$ cat src/rtl/ssla_pkg.sv
`default_nettype none

package ssla_pkg;

  localparam int unsigned SAMPLE_BITS = 24;
  localparam int unsigned FRAC_BITS   = SAMPLE_BITS + 4;
  localparam int unsigned XW          = FRAC_BITS + 2;
  localparam int unsigned ACC_W       = SAMPLE_BITS + 8;
  localparam int unsigned SUM_W       = ACC_W + 2;
  localparam int unsigned MA_W        = SUM_W;
  localparam int unsigned K_W         = 26;
  localparam int unsigned MP_W        = MA_W + K_W;
  localparam int unsigned YW          = ACC_W + 4;
  localparam int unsigned THR_W       = 23;
  localparam int unsigned Q_SHIFT     = 24;

  localparam int unsigned ADDR_W = 3;
  localparam int unsigned DATA_W = 32;
  localparam logic REG_THRESHOLD = 1'b0;

  localparam logic [THR_W-1:0] THRESH_RESET = 23'd4194304;

  localparam logic signed [K_W-1:0] TWEAK_K = 26'sd694935;
  localparam logic signed [K_W-1:0] DECAY_K = 26'sd15367353;
  localparam logic signed [K_W-1:0] GAIN_K  = 26'sd22857243;

  typedef enum logic [3:0] {
    ST_TWEAK,
    ST_HALF,
    ST_DEC_A1,
    ST_DEC_B1,
    ST_PICK1,
    ST_DEC_A2,
    ST_DEC_B2,
    ST_ADD_B2,
    ST_PICK2,
    ST_SUM,
    ST_GAIN,
    ST_OUT
  } step_e;

  typedef struct packed {
    logic  load;
    logic  adv;
    step_e step;
  } lane_ctrl_t;

  function automatic step_e next_step(input step_e s);
    step_e n;
    case (s)
      ST_TWEAK:  n = ST_HALF;
      ST_HALF:   n = ST_DEC_A1;
      ST_DEC_A1: n = ST_DEC_B1;
      ST_DEC_B1: n = ST_PICK1;
      ST_PICK1:  n = ST_DEC_A2;
      ST_DEC_A2: n = ST_DEC_B2;
      ST_DEC_B2: n = ST_ADD_B2;
      ST_ADD_B2: n = ST_PICK2;
      ST_PICK2:  n = ST_SUM;
      ST_SUM:    n = ST_GAIN;
      ST_GAIN:   n = ST_OUT;
      default:   n = ST_TWEAK;
    endcase
    return n;
  endfunction

  function automatic logic signed [MP_W-1:0] rnd_q24(input logic signed [MP_W-1:0] p);
    logic signed [MP_W-1:0] half_lsb;
    half_lsb = MP_W'(1) <<< (Q_SHIFT - 1);
    return (p + half_lsb) >>> Q_SHIFT;
  endfunction

  function automatic logic signed [ACC_W-1:0] sat_acc(input logic signed [ACC_W:0] v);
    logic signed [ACC_W-1:0] r;
    if (v[ACC_W] != v[ACC_W-1]) begin
      r = v[ACC_W] ? {1'b1, {(ACC_W-1){1'b0}}} : {1'b0, {(ACC_W-1){1'b1}}};
    end else begin
      r = v[ACC_W-1:0];
    end
    return r;
  endfunction

  function automatic logic signed [SAMPLE_BITS-1:0] sat_sample(input logic signed [YW-1:0] v);
    logic signed [YW-1:0] hi;
    logic signed [YW-1:0] lo;
    logic signed [SAMPLE_BITS-1:0] r;
    hi = (YW'(1) <<< (SAMPLE_BITS - 1)) - YW'(1);
    lo = ~hi;
    if (v > hi) begin
      r = hi[SAMPLE_BITS-1:0];
    end else if (v < lo) begin
      r = lo[SAMPLE_BITS-1:0];
    end else begin
      r = v[SAMPLE_BITS-1:0];
    end
    return r;
  endfunction

endpackage

`default_nettype wire

$ cat src/rtl/ssla_merge.sv
`default_nettype none

module ssla_merge (
  input  wire logic                                    clk_i,
  input  wire logic                                    rst_ni,
  input  wire logic                                    load_i,
  input  wire logic signed [ssla_pkg::SAMPLE_BITS-1:0] left_i,
  input  wire logic signed [ssla_pkg::SAMPLE_BITS-1:0] right_i,
  output logic                                         load_ready_o,
  output logic                                         out_valid_o,
  input  wire logic                                    out_ready_i,
  output logic signed [ssla_pkg::SAMPLE_BITS-1:0]      left_out_o,
  output logic signed [ssla_pkg::SAMPLE_BITS-1:0]      right_out_o
);
  import ssla_pkg::*;

  logic                          valid_q;
  logic signed [SAMPLE_BITS-1:0] left_q, right_q;

  assign load_ready_o = !valid_q || out_ready_i;
  assign out_valid_o  = valid_q;
  assign left_out_o   = left_q;
  assign right_out_o  = right_q;

  always_ff @(posedge clk_i or negedge rst_ni) begin
    if (!rst_ni) begin
      valid_q <= 1'b0;
    end else if (load_i && load_ready_o) begin
      valid_q <= 1'b1;
    end else if (out_ready_i) begin
      valid_q <= 1'b0;
    end
  end

  always_ff @(posedge clk_i) begin
    if (load_i && load_ready_o) begin
      left_q  <= left_i;
      right_q <= right_i;
    end
  end

endmodule

`default_nettype wire

$ cat config.mk
export PLATFORM = sky130hd
export DESIGN_NAME = ssla_merge
export DESIGN_NICKNAME = d
export VERILOG_FILES = /design/src/rtl/ssla_pkg.sv /design/src/rtl/ssla_merge.sv
export SDC_FILE = /design/constraint.sdc
export NUM_CORES = 1
export LEC_CHECK = 0
export ABC_AREA = 1
export BUFFER_PORTS_ARGS = -buffer_cell sky130_fd_sc_hd__buf_2
export CORE_ASPECT_RATIO = 2
export CORE_MARGIN = 5
export CORE_UTILIZATION = 40
export DETAILED_ROUTE_END_ITERATION = 10
export PLACE_DENSITY_LB_ADDON = 0.15
export SLEW_MARGIN = 20
export SYNTH_ARGS = -nofsm -noshare
export SYNTH_HDL_FRONTEND = slang
export SYNTH_SLANG_ARGS = --single-unit
$ cat constraint.sdc
create_clock -name clk_i -period 4 [get_ports clk_i]
set_clock_uncertainty 0.2 [all_clocks]
set_input_delay 0.8 -clock clk_i [delete_from_list [all_inputs] [get_ports clk_i]]
set_output_delay 0.8 -clock clk_i [all_outputs]
set_load 0.1 [all_outputs]
After elaboration in Yosys (flattened, before gate mapping)
Cells that the tools add are included.
- flip-flop bits (word level): 49
- bits in latches: 0
- memory bits (writable): 0
- ROM bits: 0
- input port bits: 52
- output and inout bits: 50
- logic and storage cells: 9
- memories: 0
- add/sub/neg operators: 0
- multiply operators: 0
- divide/modulo/power cells: 0
- order comparisons: 0
- equal/unequal tests: 0
- shift-type cells: 0
- multiplexer cells: 2
- bitwise logic cells: 0
- reduce and logical (&&, ||, !) cells: 4
- operator list (kind ; number):
    1-bit two-way mux ; 2
    2-bit nonzero test ; 1
    1-bit logical AND ; 1
    1-bit logical NOT ; 1
    1-bit logical OR ; 1

Logic depth before layout (Yosys ltp)
- word-level depth: 4
- depth in mapped cells: 3

Worst setup path before layout
No wires, ideal clock.
- path type: flip-flop to flip-flop
- start point: reg valid_q, in the netlist out_valid_o
- end point: reg left_q[0], in the netlist left_out_o[0] (enable)
- setup time: 469 ps
- arrival time: 3271 ps
- path slack: 60 ps
- stages on the path, launching flop included: 2
- period minus slack after synthesis: 3940 ps
- path through: dfrtp_1 > a21oi_1
- longest elaborated chain between the ends: 3
- ends and longest elaborated chain (element ; line ; source):
    from (decl) ; ssla_merge.sv:17 ; logic valid_q;
    from (signal assigned) ; ssla_merge.sv:27 ; valid_q <= 1'b0;
    from (signal assigned) ; ssla_merge.sv:29 ; valid_q <= 1'b1;
    from (signal assigned) ; ssla_merge.sv:31 ; valid_q <= 1'b0;
    1-bit logical NOT ; ssla_merge.sv:20 ; assign load_ready_o = !valid_q || out_ready_i;
    1-bit logical OR ; ssla_merge.sv:20 ;
    1-bit logical AND ; ssla_merge.sv:36 ; if (load_i && load_ready_o) begin
    to (signal assigned) ; ssla_merge.sv:37 ; left_q <= left_i;
    to (decl) ; ssla_merge.sv:18 ; logic signed [SAMPLE_BITS-1:0] left_q, right_q;
No other way between the ends.
A chain may end at the register's enable or synchronous reset.

Worst setup path in the final report
- start point: in out_ready_i
- end point: out load_ready_o
- longest elaborated chain between the ends: 1
- ends and longest elaborated chain (element ; line ; source):
    from (decl) ; ssla_merge.sv:11 ; input wire logic out_ready_i,
    1-bit logical OR ; ssla_merge.sv:20 ;
    to (decl) ; ssla_merge.sv:9 ; output logic load_ready_o,
No other way between the ends.

==> flow_metrics.tcl <==
set metrics [dict create \
    dp_hpwl_um 2460 \
    cts.sinks 49 \
    ant_nets 0 \
    maxCapViolations 0 \
    p_leak_nw 0.941 \
    yosys-top-cells-area "edfxtp_1 (97%), dfrtp_1 (1.7%), inv_1 (0.51%), nand2_1 (0.51%), a21oi_1 (0.34%)" \
    die-area_sq_mm 0.00511 \
    cts.repair.resized 0 \
    min_path_type "input port to async pin" \
    syn_to_final_growth_pct 46.5 \
    cts_buffers 5 \
    mappedNetlistNets 106 \
    finalSetupTns_ns 0 \
    via_per_inst 4.31 \
    cts_tree "yes" \
    globalplace.congestion 0.633 \
    core-area_sq_mm 0.00361 \
    insertion_delay_ns 0.28 \
    grt_start_max_net_pins 32 \
    cts_setup_buffers 0 \
    rsz0062_at_grt "no" \
    critPathMaxFanout 2 \
    pin_count 102 \
    antennaDiodeCount 0 \
    drtIter0Drc 10 \
    yosysTopAreaCell "edfxtp_1" \
    ys.flop_type "edfxtp_1" \
    setup_viol 0 \
    drc 0 \
    antenna_found_initial 0 \
    wl_per_cell_um 14.6 \
    final_hold_viol_count 0 \
    cts.path.max_buffers 2 \
    drv_slew 0 \
    ys_ff_latch 49 \
    fin_crit_sh_pct 61.5 \
    critPathKind "input port to output pin" \
    relSlewSlack_pct 63.7 \
    finalNetCount 215 \
    slowest_stage "buf_2" \
    cts-root-buf "clkbuf_8" \
    drt_wl_total_um 3110 \
    drive_gt1_share_pct 66.5 \
    synth_top_area_share_pct 97.0 \
    grt_overflow 0 \
    synth_edf_count 48 \
    outcome "finished clean" \
    synth.most_common_cell "edfxtp_1" \
    p_per_area_mw_per_mm2 550 \
    vias 918 \
    dieHeight_um 96.2 \
    port_buffers 101 \
    synth_cells 54 \
    crit_path_start_kind "input port" \
    ys_seq_area_share_pct 98.7 \
    synthArstFlopShare_pct 2.04 \
    grt_first_pass_wirelength_um 4440 \
    p_total_mw 1.20 \
    cpMostUsedCell "buf_2" \
    htreeDepth 2 \
    ys_warn_count 0 \
    rows 31 \
    tightest_slew_ns 0.543 \
    critPathBufInv 3 \
    fmax_mhz 406 \
    syn_area_per_cell_sq_um 27.5 \
    holdWs_ns 0.0730 \
    grt_util_all_layers_pct 12.6 \
    netlist_area_sq_mm 0.00149 \
    cp_data_required_time_ns 3.00 \
    postCtsHoldBufs 0 \
    ir_drop_v 0.000403 \
    worstPathCellList "buf_2, inv_1, nand2_1, buf_2" \
    synthTopCellsByCount "edfxtp_1 (48), inv_1 (2), nand2_1 (2)" \
    crit_path_end_kind "output pin" \
    crit_arrival_ns 1.46 \
    initial_core_util_pct 41.2 \
    fill_cells 318 \
    dr.pass1.iters 3 \
    chipWidth_um 53.1 \
    grt_pass1_vias 995 \
    crit_family "buffers and inverters" \
    clkTransAtPathRegs_ns 0.08 \
    synth_cell_types 5 \
    cp_slowest_stage_delay_ns 0.43 \
    period_minus_slack_ns 2.46 \
]
logic make-up (layout without fill, tap and decap cells):
kind of cell,count (synthesis),after routing,share of synthesized area [%]
compound gates,1,1,0.336
buf+inv,2,112,0.505
flops,49,49,98.7
simple gates,2,2,0.505
metal layers:
| layer | up-vias | routed length, um | GRT usage (%) |
|---|---|---|---|
| li1 | 427 | - | - |
| met1 | 427 | 960 | 12.8 |
| met2 | 62 | 1750 | 21.7 |
| met3 | 2 | 383 | 5.74 |
| met4 | 0 | 14 | 5.12 |
| met5 | - | 0 | 0 |
registers in the layout, summed over array words and instances, names as in the netlist:
signal       cells
left_out_o      24
right_out_o     24
out_valid_o      1
cell type report:
class / instances / area (sq um) / share of cell area (%)
sequential: 49 / 1470 / 67.3
timing repair buffer: 102 / 513 / 23.5
clock buffer: 6 / 72.6 / 3.33
tap: 49 / 61.3 / 2.81
clock inverter: 2 / 33.8 / 1.55
multi-input combinational: 3 / 23.8 / 1.09
inverter: 2 / 7.51 / 0.345
worst register-to-register path, cell delays in order (launching register included):
cell and delay, ns:
dfrtp_1 0.43, a21oi_4 0.49, buf_4 0.46
cell usage in the layout (no fill, tap or decap):
cell	instances
clkbuf_1	1
edfxtp_1	48
buf_4	1
clkinv_1	1
clkbuf_8	5
inv_1	2
buf_2	101
bufinv_16	1
nand2_1	2
a21oi_4	1
dfrtp_1	1
path summary, 6_finish.rpt:
kind / startpoint / to / slack (ns) / cells after the start
max: out_ready_i / load_ready_o / 1.54 / 4
min: rst_ni / out_valid_o / 0.07 / 1
max reg2reg: out_valid_o / right_out_o[11] / 2.08 / 2
min reg2reg: out_valid_o / out_valid_o / 0.42 / 2
max in group asynchronous: rst_ni / out_valid_o / 3.44 / 1
min in group clk_i: out_valid_o / out_valid_o / 0.42 / 2
per-stage QoR:
stage / utilization [%] / cells / setup WS, ns / area, sq um
floorplan: - / 54 / 0.0599 / 1490
global placement: 57.4 / 205 / 1.57 / 2070
detailed placement: 57.4 / 205 / 1.51 / 2070
CTS: 60.4 / 213 / 1.53 / 2180
global route: 60.4 / 213 / 1.49 / 2180
finish: 60.4 / 213 / 1.54 / 2180
power breakdown:
part / internal (mW) / total, mW / switching, mW
registers: 0.597 / 0.604 / 0.00667
logic: 0.0364 / 0.265 / 0.228
clock network: 0.184 / 0.329 / 0.144
No activity file was read; power rests on OpenSTA's default activity.
