--- src/rtl/ssla_pkg.sv ---
`default_nettype none

package ssla_pkg;

  localparam int unsigned SAMPLE_BITS = 24;
  localparam int unsigned FRAC_BITS   = SAMPLE_BITS + 4;
  localparam int unsigned XW          = FRAC_BITS + 2;
  localparam int unsigned ACC_W       = SAMPLE_BITS + 8;
  localparam int unsigned SUM_W       = ACC_W + 2;
  localparam int unsigned MA_W        = SUM_W;
  localparam int unsigned K_W         = 26;
  localparam int unsigned MP_W        = MA_W + K_W;
  localparam int unsigned YW          = ACC_W + 4;
  localparam int unsigned THR_W       = 23;
  localparam int unsigned Q_SHIFT     = 24;

  localparam int unsigned ADDR_W = 3;
  localparam int unsigned DATA_W = 32;
  localparam logic REG_THRESHOLD = 1'b0;

  localparam logic [THR_W-1:0] THRESH_RESET = 23'd4194304;

  localparam logic signed [K_W-1:0] TWEAK_K = 26'sd694935;
  localparam logic signed [K_W-1:0] DECAY_K = 26'sd15367353;
  localparam logic signed [K_W-1:0] GAIN_K  = 26'sd22857243;

  typedef enum logic [3:0] {
    ST_TWEAK,
    ST_HALF,
    ST_DEC_A1,
    ST_DEC_B1,
    ST_PICK1,
    ST_DEC_A2,
    ST_DEC_B2,
    ST_ADD_B2,
    ST_PICK2,
    ST_SUM,
    ST_GAIN,
    ST_OUT
  } step_e;

  typedef struct packed {
    logic  load;
    logic  adv;
    step_e step;
  } lane_ctrl_t;

  function automatic step_e next_step(input step_e s);
    step_e n;
    case (s)
      ST_TWEAK:  n = ST_HALF;
      ST_HALF:   n = ST_DEC_A1;
      ST_DEC_A1: n = ST_DEC_B1;
      ST_DEC_B1: n = ST_PICK1;
      ST_PICK1:  n = ST_DEC_A2;
      ST_DEC_A2: n = ST_DEC_B2;
      ST_DEC_B2: n = ST_ADD_B2;
      ST_ADD_B2: n = ST_PICK2;
      ST_PICK2:  n = ST_SUM;
      ST_SUM:    n = ST_GAIN;
      ST_GAIN:   n = ST_OUT;
      default:   n = ST_TWEAK;
    endcase
    return n;
  endfunction

  function automatic logic signed [MP_W-1:0] rnd_q24(input logic signed [MP_W-1:0] p);
    logic signed [MP_W-1:0] half_lsb;
    half_lsb = MP_W'(1) <<< (Q_SHIFT - 1);
    return (p + half_lsb) >>> Q_SHIFT;
  endfunction

  function automatic logic signed [ACC_W-1:0] sat_acc(input logic signed [ACC_W:0] v);
    logic signed [ACC_W-1:0] r;
    if (v[ACC_W] != v[ACC_W-1]) begin
      r = v[ACC_W] ? {1'b1, {(ACC_W-1){1'b0}}} : {1'b0, {(ACC_W-1){1'b1}}};
    end else begin
      r = v[ACC_W-1:0];
    end
    return r;
  endfunction

  function automatic logic signed [SAMPLE_BITS-1:0] sat_sample(input logic signed [YW-1:0] v);
    logic signed [YW-1:0] hi;
    logic signed [YW-1:0] lo;
    logic signed [SAMPLE_BITS-1:0] r;
    hi = (YW'(1) <<< (SAMPLE_BITS - 1)) - YW'(1);
    lo = ~hi;
    if (v > hi) begin
      r = hi[SAMPLE_BITS-1:0];
    end else if (v < lo) begin
      r = lo[SAMPLE_BITS-1:0];
    end else begin
      r = v[SAMPLE_BITS-1:0];
    end
    return r;
  endfunction

endpackage

`default_nettype wire

--- src/rtl/ssla_lane.sv ---
`default_nettype none

module ssla_lane (
  input  wire logic                                  clk_i,
  input  wire logic                                  rst_ni,
  input  wire ssla_pkg::lane_ctrl_t                  ctrl_i,
  input  wire logic [ssla_pkg::THR_W-1:0]            thr_i,
  input  wire logic signed [ssla_pkg::SAMPLE_BITS-1:0] sample_i,
  output logic signed [ssla_pkg::SAMPLE_BITS-1:0]    y_o
);
  import ssla_pkg::*;

  logic signed [SAMPLE_BITS-1:0] smp_q;
  logic signed [SAMPLE_BITS-1:0] h0_q, h1_q, h2_q;
  logic signed [XW-1:0]          half_q, half_d;
  logic signed [ACC_W-1:0]       d_q, d_d;
  logic signed [ACC_W-1:0]       acc_a_q, acc_b_q;
  logic                          phase_q;
  logic signed [ACC_W-1:0]       prev_q, hdiff_q;
  logic signed [SUM_W-1:0]       sum_q, sum_d;
  logic signed [MP_W-1:0]        prod_q, prod_d;

  logic signed [MA_W-1:0]        mul_a;
  logic signed [K_W-1:0]         mul_k;
  logic signed [SAMPLE_BITS:0]   hist_diff;
  logic signed [MP_W-1:0]        rp;
  logic signed [ACC_W-1:0]       rp_acc;
  logic signed [XW-1:0]          x_ext, h0_ext, thr_x, lim;
  logic [THR_W+FRAC_BITS-1:0]    thr_wide;
  logic signed [ACC_W:0]         acc_a_sum, acc_b_sum, d_ext;
  logic signed [ACC_W:0]         full_rnd;
  logic signed [YW-1:0]          y_full, y_rnd;

  assign hist_diff = (SAMPLE_BITS+1)'(h2_q) - (SAMPLE_BITS+1)'(h1_q);
  assign x_ext     = XW'($signed({smp_q, 4'b0}));
  assign h0_ext    = XW'($signed({h0_q, 4'b0}));
  assign thr_wide  = {thr_i, FRAC_BITS'(0)} >> THR_W;
  assign thr_x     = $signed(XW'(thr_wide));

  always_comb begin
    mul_a = '0;
    mul_k = DECAY_K;
    case (ctrl_i.step)
      ST_TWEAK: begin
        mul_a = MA_W'($signed({hist_diff, 4'b0}));
        mul_k = TWEAK_K;
      end
      ST_HALF, ST_DEC_A2: mul_a = MA_W'(acc_a_q);
      ST_DEC_A1, ST_DEC_B2: mul_a = MA_W'(acc_b_q);
      ST_PICK1, ST_PICK2: mul_a = phase_q ? MA_W'(acc_a_q) : MA_W'(acc_b_q);
      ST_GAIN: begin
        mul_a = MA_W'(sum_q);
        mul_k = GAIN_K;
      end
      default: ;
    endcase
  end

  assign prod_d = mul_a * mul_k;
  assign rp     = rnd_q24(prod_q);
  assign rp_acc = rp[ACC_W-1:0];

  assign half_d = (x_ext + h0_ext + XW'(rp) + XW'(1)) >>> 1;

  always_comb begin
    if (x_ext - half_q > thr_x) begin
      lim = half_q + thr_x;
    end else if (half_q - x_ext > thr_x) begin
      lim = half_q - thr_x;
    end else begin
      lim = x_ext;
    end
  end

  assign d_d       = ACC_W'(lim) - ACC_W'(x_ext);
  assign d_ext     = (ACC_W+1)'(d_q);
  assign acc_a_sum = phase_q ? (ACC_W+1)'(rp_acc) + d_ext : (ACC_W+1)'(rp_acc) - d_ext;
  assign acc_b_sum = phase_q ? (ACC_W+1)'(rp_acc) - d_ext : (ACC_W+1)'(rp_acc) + d_ext;
  assign full_rnd  = (ACC_W+1)'(rp_acc) + (ACC_W+1)'(1);
  assign sum_d     = SUM_W'(rp_acc) + SUM_W'(hdiff_q) + SUM_W'(prev_q);

  assign y_full = YW'(x_ext) + YW'(rp);
  assign y_rnd  = (y_full + YW'(8)) >>> 4;
  assign y_o    = sat_sample(y_rnd);

  always_ff @(posedge clk_i or negedge rst_ni) begin
    if (!rst_ni) begin
      h0_q    <= '0;
      h1_q    <= '0;
      h2_q    <= '0;
      acc_a_q <= '0;
      acc_b_q <= '0;
      phase_q <= 1'b0;
      prev_q  <= '0;
    end else if (ctrl_i.adv) begin
      case (ctrl_i.step)
        ST_HALF: begin
          h2_q <= h1_q;
          h1_q <= h0_q;
          h0_q <= smp_q;
        end
        ST_DEC_A1: acc_a_q <= rp_acc;
        ST_DEC_B1: acc_b_q <= rp_acc;
        ST_PICK1, ST_PICK2: phase_q <= ~phase_q;
        ST_DEC_B2: acc_a_q <= sat_acc(acc_a_sum);
        ST_ADD_B2: acc_b_q <= sat_acc(acc_b_sum);
        ST_SUM: prev_q <= full_rnd[ACC_W:1];
        default: ;
      endcase
    end
  end

  always_ff @(posedge clk_i) begin
    if (ctrl_i.load) begin
      smp_q <= sample_i;
    end
    if (ctrl_i.adv) begin
      prod_q <= prod_d;
      case (ctrl_i.step)
        ST_HALF:   half_q  <= half_d;
        ST_DEC_B1: d_q     <= d_d;
        ST_DEC_A2: hdiff_q <= rp_acc;
        ST_SUM:    sum_q   <= sum_d;
        default: ;
      endcase
    end
  end

endmodule

`default_nettype wire

--- config.mk ---
export PLATFORM = sky130hd
export DESIGN_NAME = ssla_lane
export DESIGN_NICKNAME = d
export VERILOG_FILES = /design/src/rtl/ssla_pkg.sv /design/src/rtl/ssla_lane.sv
export SDC_FILE = /design/constraint.sdc
export NUM_CORES = 2
export LEC_CHECK = 0
export BUFFER_PORTS_ARGS = -buffer_cell sky130_fd_sc_hd__clkbuf_2
export CAP_MARGIN = 40
export CORE_MARGIN = 5
export CORE_UTILIZATION = 45
export DETAILED_ROUTE_END_ITERATION = 8
export SKIP_LAST_GASP = 1
export SYNTH_ARGS = -nofsm -noshare
export SYNTH_HDL_FRONTEND = slang
export SYNTH_SLANG_ARGS = --single-unit
--- constraint.sdc ---
create_clock -name clk_i -period 24 [get_ports clk_i]
set_input_delay 3.6 -clock clk_i [delete_from_list [all_inputs] [get_ports clk_i]]
set_output_delay 3.6 -clock clk_i [all_outputs]
set_load 0.05 [all_outputs]
== Word-level counts from Yosys, hierarchy flattened ==
Cells that the tools add are included.

* Register bits: 379
* Bits of input ports: 55
* Output and inout port bits: 24
* Logic and storage cells: 76

* Add/sub/neg operators: 17
* $mul: 1
* $lt $le $gt $ge: 4
* Eq/ne operators: 12
* Multiplexer cells: 15
* Bitwise gates (word level): 1
* Reduce and logical (&&, ||, !) cells: 13

{| class="wikitable"
|+ Operators by type and width
! cell !! number
|-
| one-hot mux 34 bit (5 select lines) || 1
|-
| two-way mux 32 bit || 4
|-
| one-hot mux 32 bit (2 select lines) || 2
|-
| two-way mux 33 bit || 2
|-
| adder 60 x 25 -> 60 bit, second input constant || 1
|-
| greater-than comparator 30 x 29 -> 1 bit || 2
|-
| multiplier 34 x 26 -> 60 bit || 1
|-
| two-way mux 30 bit || 2
|-
| one-hot mux 25 bit (2 select lines) || 1
|-
| two-way mux 24 bit || 2
|-
| adder 28 x 36 -> 36 bit || 1
|-
| adder 36 x 5 -> 36 bit, second input constant || 1
|-
| adder 33 x 32 -> 34 bit || 1
|-
| two-way mux 34 bit || 1
|-
| adder 32 x 2 -> 33 bit, second input constant || 1
|-
| adder 32 x 31 -> 33 bit || 1
|-
| adder 32 x 32 -> 33 bit || 1
|-
| subtractor 32 x 31 -> 33 bit || 1
|-
| greater-than comparator 32 x 24 -> 1 bit, second input constant || 1
|-
| less-than comparator 32 x 24 -> 1 bit, second input constant || 1
|-
| subtractor 30 x 28 -> 31 bit || 1
|-
| adder 29 x 29 -> 30 bit || 1
|-
| adder 29 x 30 -> 30 bit || 1
|-
| adder 30 x 2 -> 30 bit, second input constant || 1
|-
| other kinds (15) || 31
|}

== Depth between registers and ports, before layout ==
* Depth in word-level cells: 6
* Mapped depth: 42
* Depth with buffers taken out: 39

== Least setup slack after synthesis ==
Ideal clock, no wire load.

* Path kind: input -> register
* Start: input ctrl_i[3] (netlist bit)
* End: register prod_q[54], data pin
* Library setup time: 265 ps
* Arrival: 11685 ps
* Required time: 23735 ps
* Path slack: 12050 ps
* Stages: 30
* Path buffers: 2
* Cells stage by stage: clkbuf_1 nand2b_1 o21ai_0 a21oi_1 nor2_1 clkbuf_1 a22oi_1 inv_1 nor2_1 inv_1 nor2_1 fa_1 fa_1 fa_1 fa_1 inv_1 fa_1 fa_1 inv_1 fa_1 inv_1 ha_1 nand3_1 or3_1 o21ba_2 o21ai_0 a211oi_1 o31a_1 o21ai_0 xor2_1

* Longest elaborated chain between the ends: 4
* Elaborated cells on any way between the ends: 14
* Classes of those cells: 1 x mul; 7 x eq/ne; 2 x mux; 4 x reduce/logical

{| class="wikitable"
|+ Ends and longest elaborated chain
! element !! RTL line !! text
|-
| start, declared || ssla_lane.sv:6 || <nowiki>input wire ssla_pkg::lane_ctrl_t ctrl_i,</nowiki>
|-
| == test 4 x 3 -> 1 bit (tied with other cells) || ssla_lane.sv:43 || <nowiki>case (ctrl_i.step)</nowiki>
|-
| OR reduction 2 bit || ssla_lane.sv:43 ||
|-
| one-hot mux 34 bit (5 select lines) || ssla_lane.sv:43 ||
|-
| multiplier 34 x 26 -> 60 bit (*) || ssla_lane.sv:59 || <nowiki>assign prod_d = mul_a * mul_k;</nowiki>
|-
| net prod_d[54] || ssla_lane.sv:21 || <nowiki>logic signed [MP_W-1:0] prod_q, prod_d;</nowiki>
|-
| end signal, assigned || ssla_lane.sv:118 || <nowiki>prod_q <= prod_d;</nowiki>
|-
| end, declared || ssla_lane.sv:21 ||
|}

The timed path passes the listed nets; every way through them passes the cells marked *.
A chain may end at the register's enable or synchronous reset.

== Final worst setup path ==
Ends and elaborated chain as after synthesis.

==> flow_metrics.tcl <==
set metrics [dict create \
    drv_cap 0 \
    gp_routability_congestion 1.01 \
    syn_to_final_growth_pct 7.07 \
    yosysWarnings 0 \
    syn_inst 6475 \
    worstPathArrival_ns 13.34 \
    fin_util_pct 48.3 \
    die_height_um 370 \
    ys_seq_area_share_pct 16.9 \
    cp.required_ns 24.38 \
    max_freq_mhz 77.1 \
    rsz0062_at_grt "no" \
    diodes 0 \
    finClkSkew_ns 0.0796 \
    postPlaceCellArea_um2 60800 \
    stdcell_area_um2 62400 \
    cp_max_fo 37 \
    period_needed_ns 12.96 \
    fin_crit_sh_pct 54.0 \
    cp-start-kind "primary input" \
    die_w_um 370 \
    wl_um 189000 \
    finalMaxSlewViolations 0 \
    async_reset_ff_share_pct 47.5 \
    dieArea_um2 137000 \
    core_um2 129000 \
    start_util_pct 45.2 \
    track_usage_pct 27.8 \
    grt_max_degree 83 \
    cp_slowest_cell "fa_1" \
    drt-pass1-iter-count 6 \
    worst_pin_slew_ns 0.936 \
    synth_edf_count 187 \
    yosysUniqueCellTypes 106 \
    grt_pass1_vias 47100 \
    cts_sinks 356 \
    status "completed" \
    wl_per_cell_um 22.7 \
    ys.flop_type "edfxtp_1" \
    ios 79 \
    layout_common_cells "inv_1 (1488), fa_1 (803), ha_1 (612), nand2_1 (442), a21oi_1 (367)" \
    drtIter0Drc 3575 \
    postCtsHoldBufs 0 \
    hold_path.class "register to register" \
    drc 0 \
    cts_made_buffers 47 \
    port-buffer-count 78 \
    ys_ff_latch 356 \
    cts_max_level 2 \
    clock_latency_ns 0.66 \
    nNetsFinal 8002 \
    cts_resized 0 \
    fp-row-count 132 \
    drtAntennaViolNets 0 \
    antenna_found_initial 1 \
    avgSynthCellArea_um2 9.00 \
    drive_gt1_share_pct 5.05 \
    hold-worst-slack_ns 0.478 \
    mostFrequentLayoutCell "inv_1" \
    path_clk_slew_ns 0.06 \
    syn_area_um2 58200 \
    grt.overflow.total 0 \
    relSlewSlack_pct 37.2 \
    cts-root-buf "clkbuf_16" \
    final.fill_count 12500 \
    dp_hpwl_um 162000 \
    setup_viol 0 \
    post_cts_buffers 0 \
    cts.path.max_buffers 3 \
    routed_via_density 5.50 \
    grt_pass1_wl_um 290000 \
    hold_violations 0 \
    num_vias 45700 \
    cts_tree "built" \
    crit_type "primary input to register" \
    timing.setup.tns_ns 0 \
    cpPeakStageDelay_ns 0.60 \
    end_kind "register" \
]
## logic make-up after synthesis
logic type / share of synthesized area, %
buffers and inverters: 10.8
adder cells (fa/ha/maj): 40.8
AO/OA/AOI/OAI: 14.9
AND/OR/NAND/NOR: 11.0
flip-flops: 16.9
XOR/XNOR: 5.17
multiplexers: 0.455
other: 0.0129
## critical path: cells and delay by family
| family | cells | cell delay [ns] |
|---|---|---|
| xor gates and xnor gates | 1 | 0.17 |
| adders and majority gates | 8 | 4.01 |
| buffers and inverters | 10 | 1.12 |
| AOI/OAI and AO/OA | 13 | 3.40 |
| and+or+nand+nor | 4 | 1.01 |
## area by class of cell
cell class              instances  area (um^2)  share of cell area [%]
flip-flops and latches        356         9850                    15.8
clock buffers                  60         1250                    2.01
clock inverters                28          264                   0.423
well taps                    1742         2180                    3.50
multi-input cells            4476        42200                    67.7
inverters                    1497         5620                    9.01
repair buffers                154         1000                    1.61
## metrics by stage
| step | setup slack (ns) | std cells |
|---|---|---|
| floorplan | 12.05 | 6483 |
| global placement | 10.70 | 8221 |
| detailed placement | 10.49 | 8225 |
| CTS | 11.15 | 8313 |
| global route | 10.37 | 8313 |
| finish | 11.04 | 8313 |
## final timing paths
path | to | slack, ns | from | cells after the start
min in group asynchronous | prev_q[28] | 2.88 | rst_ni | 1
worst max register to register | prod_q[54] | 12.13 | h1_q[0] | 35
worst max-delay path | prod_q[54] | 11.04 | ctrl_i[3] | 36
max in group asynchronous | prev_q[2] | 19.37 | rst_ni | 4
worst min-delay path | h1_q[2] | 0.48 | h1_q[2] | 2
worst min register to register | h1_q[2] | 0.48 | h1_q[2] | 2
## layer usage
layer / vias up / part of all wire, % / track usage [%]
met5: - / 0 / 0
met4: 0 / 4.3 / 9.59
met3: 318 / 6.1 / 3.81
met2: 1496 / 46 / 45.5
met1: 22800 / 44 / 38.1
li1: 21200 / - / -
## sequential cells by signal (all words and copies together), names as in the netlist
signal   count
phase_q      1
smp_q       24
h1_q        24
d_q         31
h2_q        24
h0_q        24
prev_q      32
acc_a_q     32
half_q      29
prod_q      37
sum_q       34
acc_b_q     32
hdiff_q     32
## synth_stat cells, types with 21 or more instances
library cell | n | area, um^2
inv_1 | 1488 | 5590
fa_1 | 803 | 16100
ha_1 | 612 | 7660
nand2_1 | 442 | 1660
a21oi_1 | 367 | 1840
nor2_1 | 353 | 1330
o21ai_0 | 318 | 1590
xnor2_1 | 232 | 2030
edfxtp_1 | 187 | 5620
dfrtp_1 | 169 | 4230
a21o_1 | 153 | 1150
clkbuf_1 | 102 | 383
xor2_1 | 98 | 858
nand3_1 | 83 | 415
nor3_1 | 74 | 370
nand2b_1 | 68 | 425
o21bai_1 | 57 | 428
o221ai_1 | 53 | 464
nor2b_1 | 50 | 313
o21a_1 | 46 | 345
and3_1 | 43 | 269
nand4_1 | 42 | 263
a31oi_1 | 40 | 250
o211ai_1 | 38 | 285
a211oi_1 | 36 | 270
and2_1 | 35 | 219
buf_2 | 31 | 155
or2_2 | 28 | 175
or3_1 | 26 | 163
a22oi_1 | 24 | 180
o31ai_1 | 23 | 173
mux2i_1 | 22 | 220
a22o_1 | 21 | 184
Power is left out: the tool's default activity adds up to more than one toggle a clock period on the data nets, which glitch-free logic cannot reach.
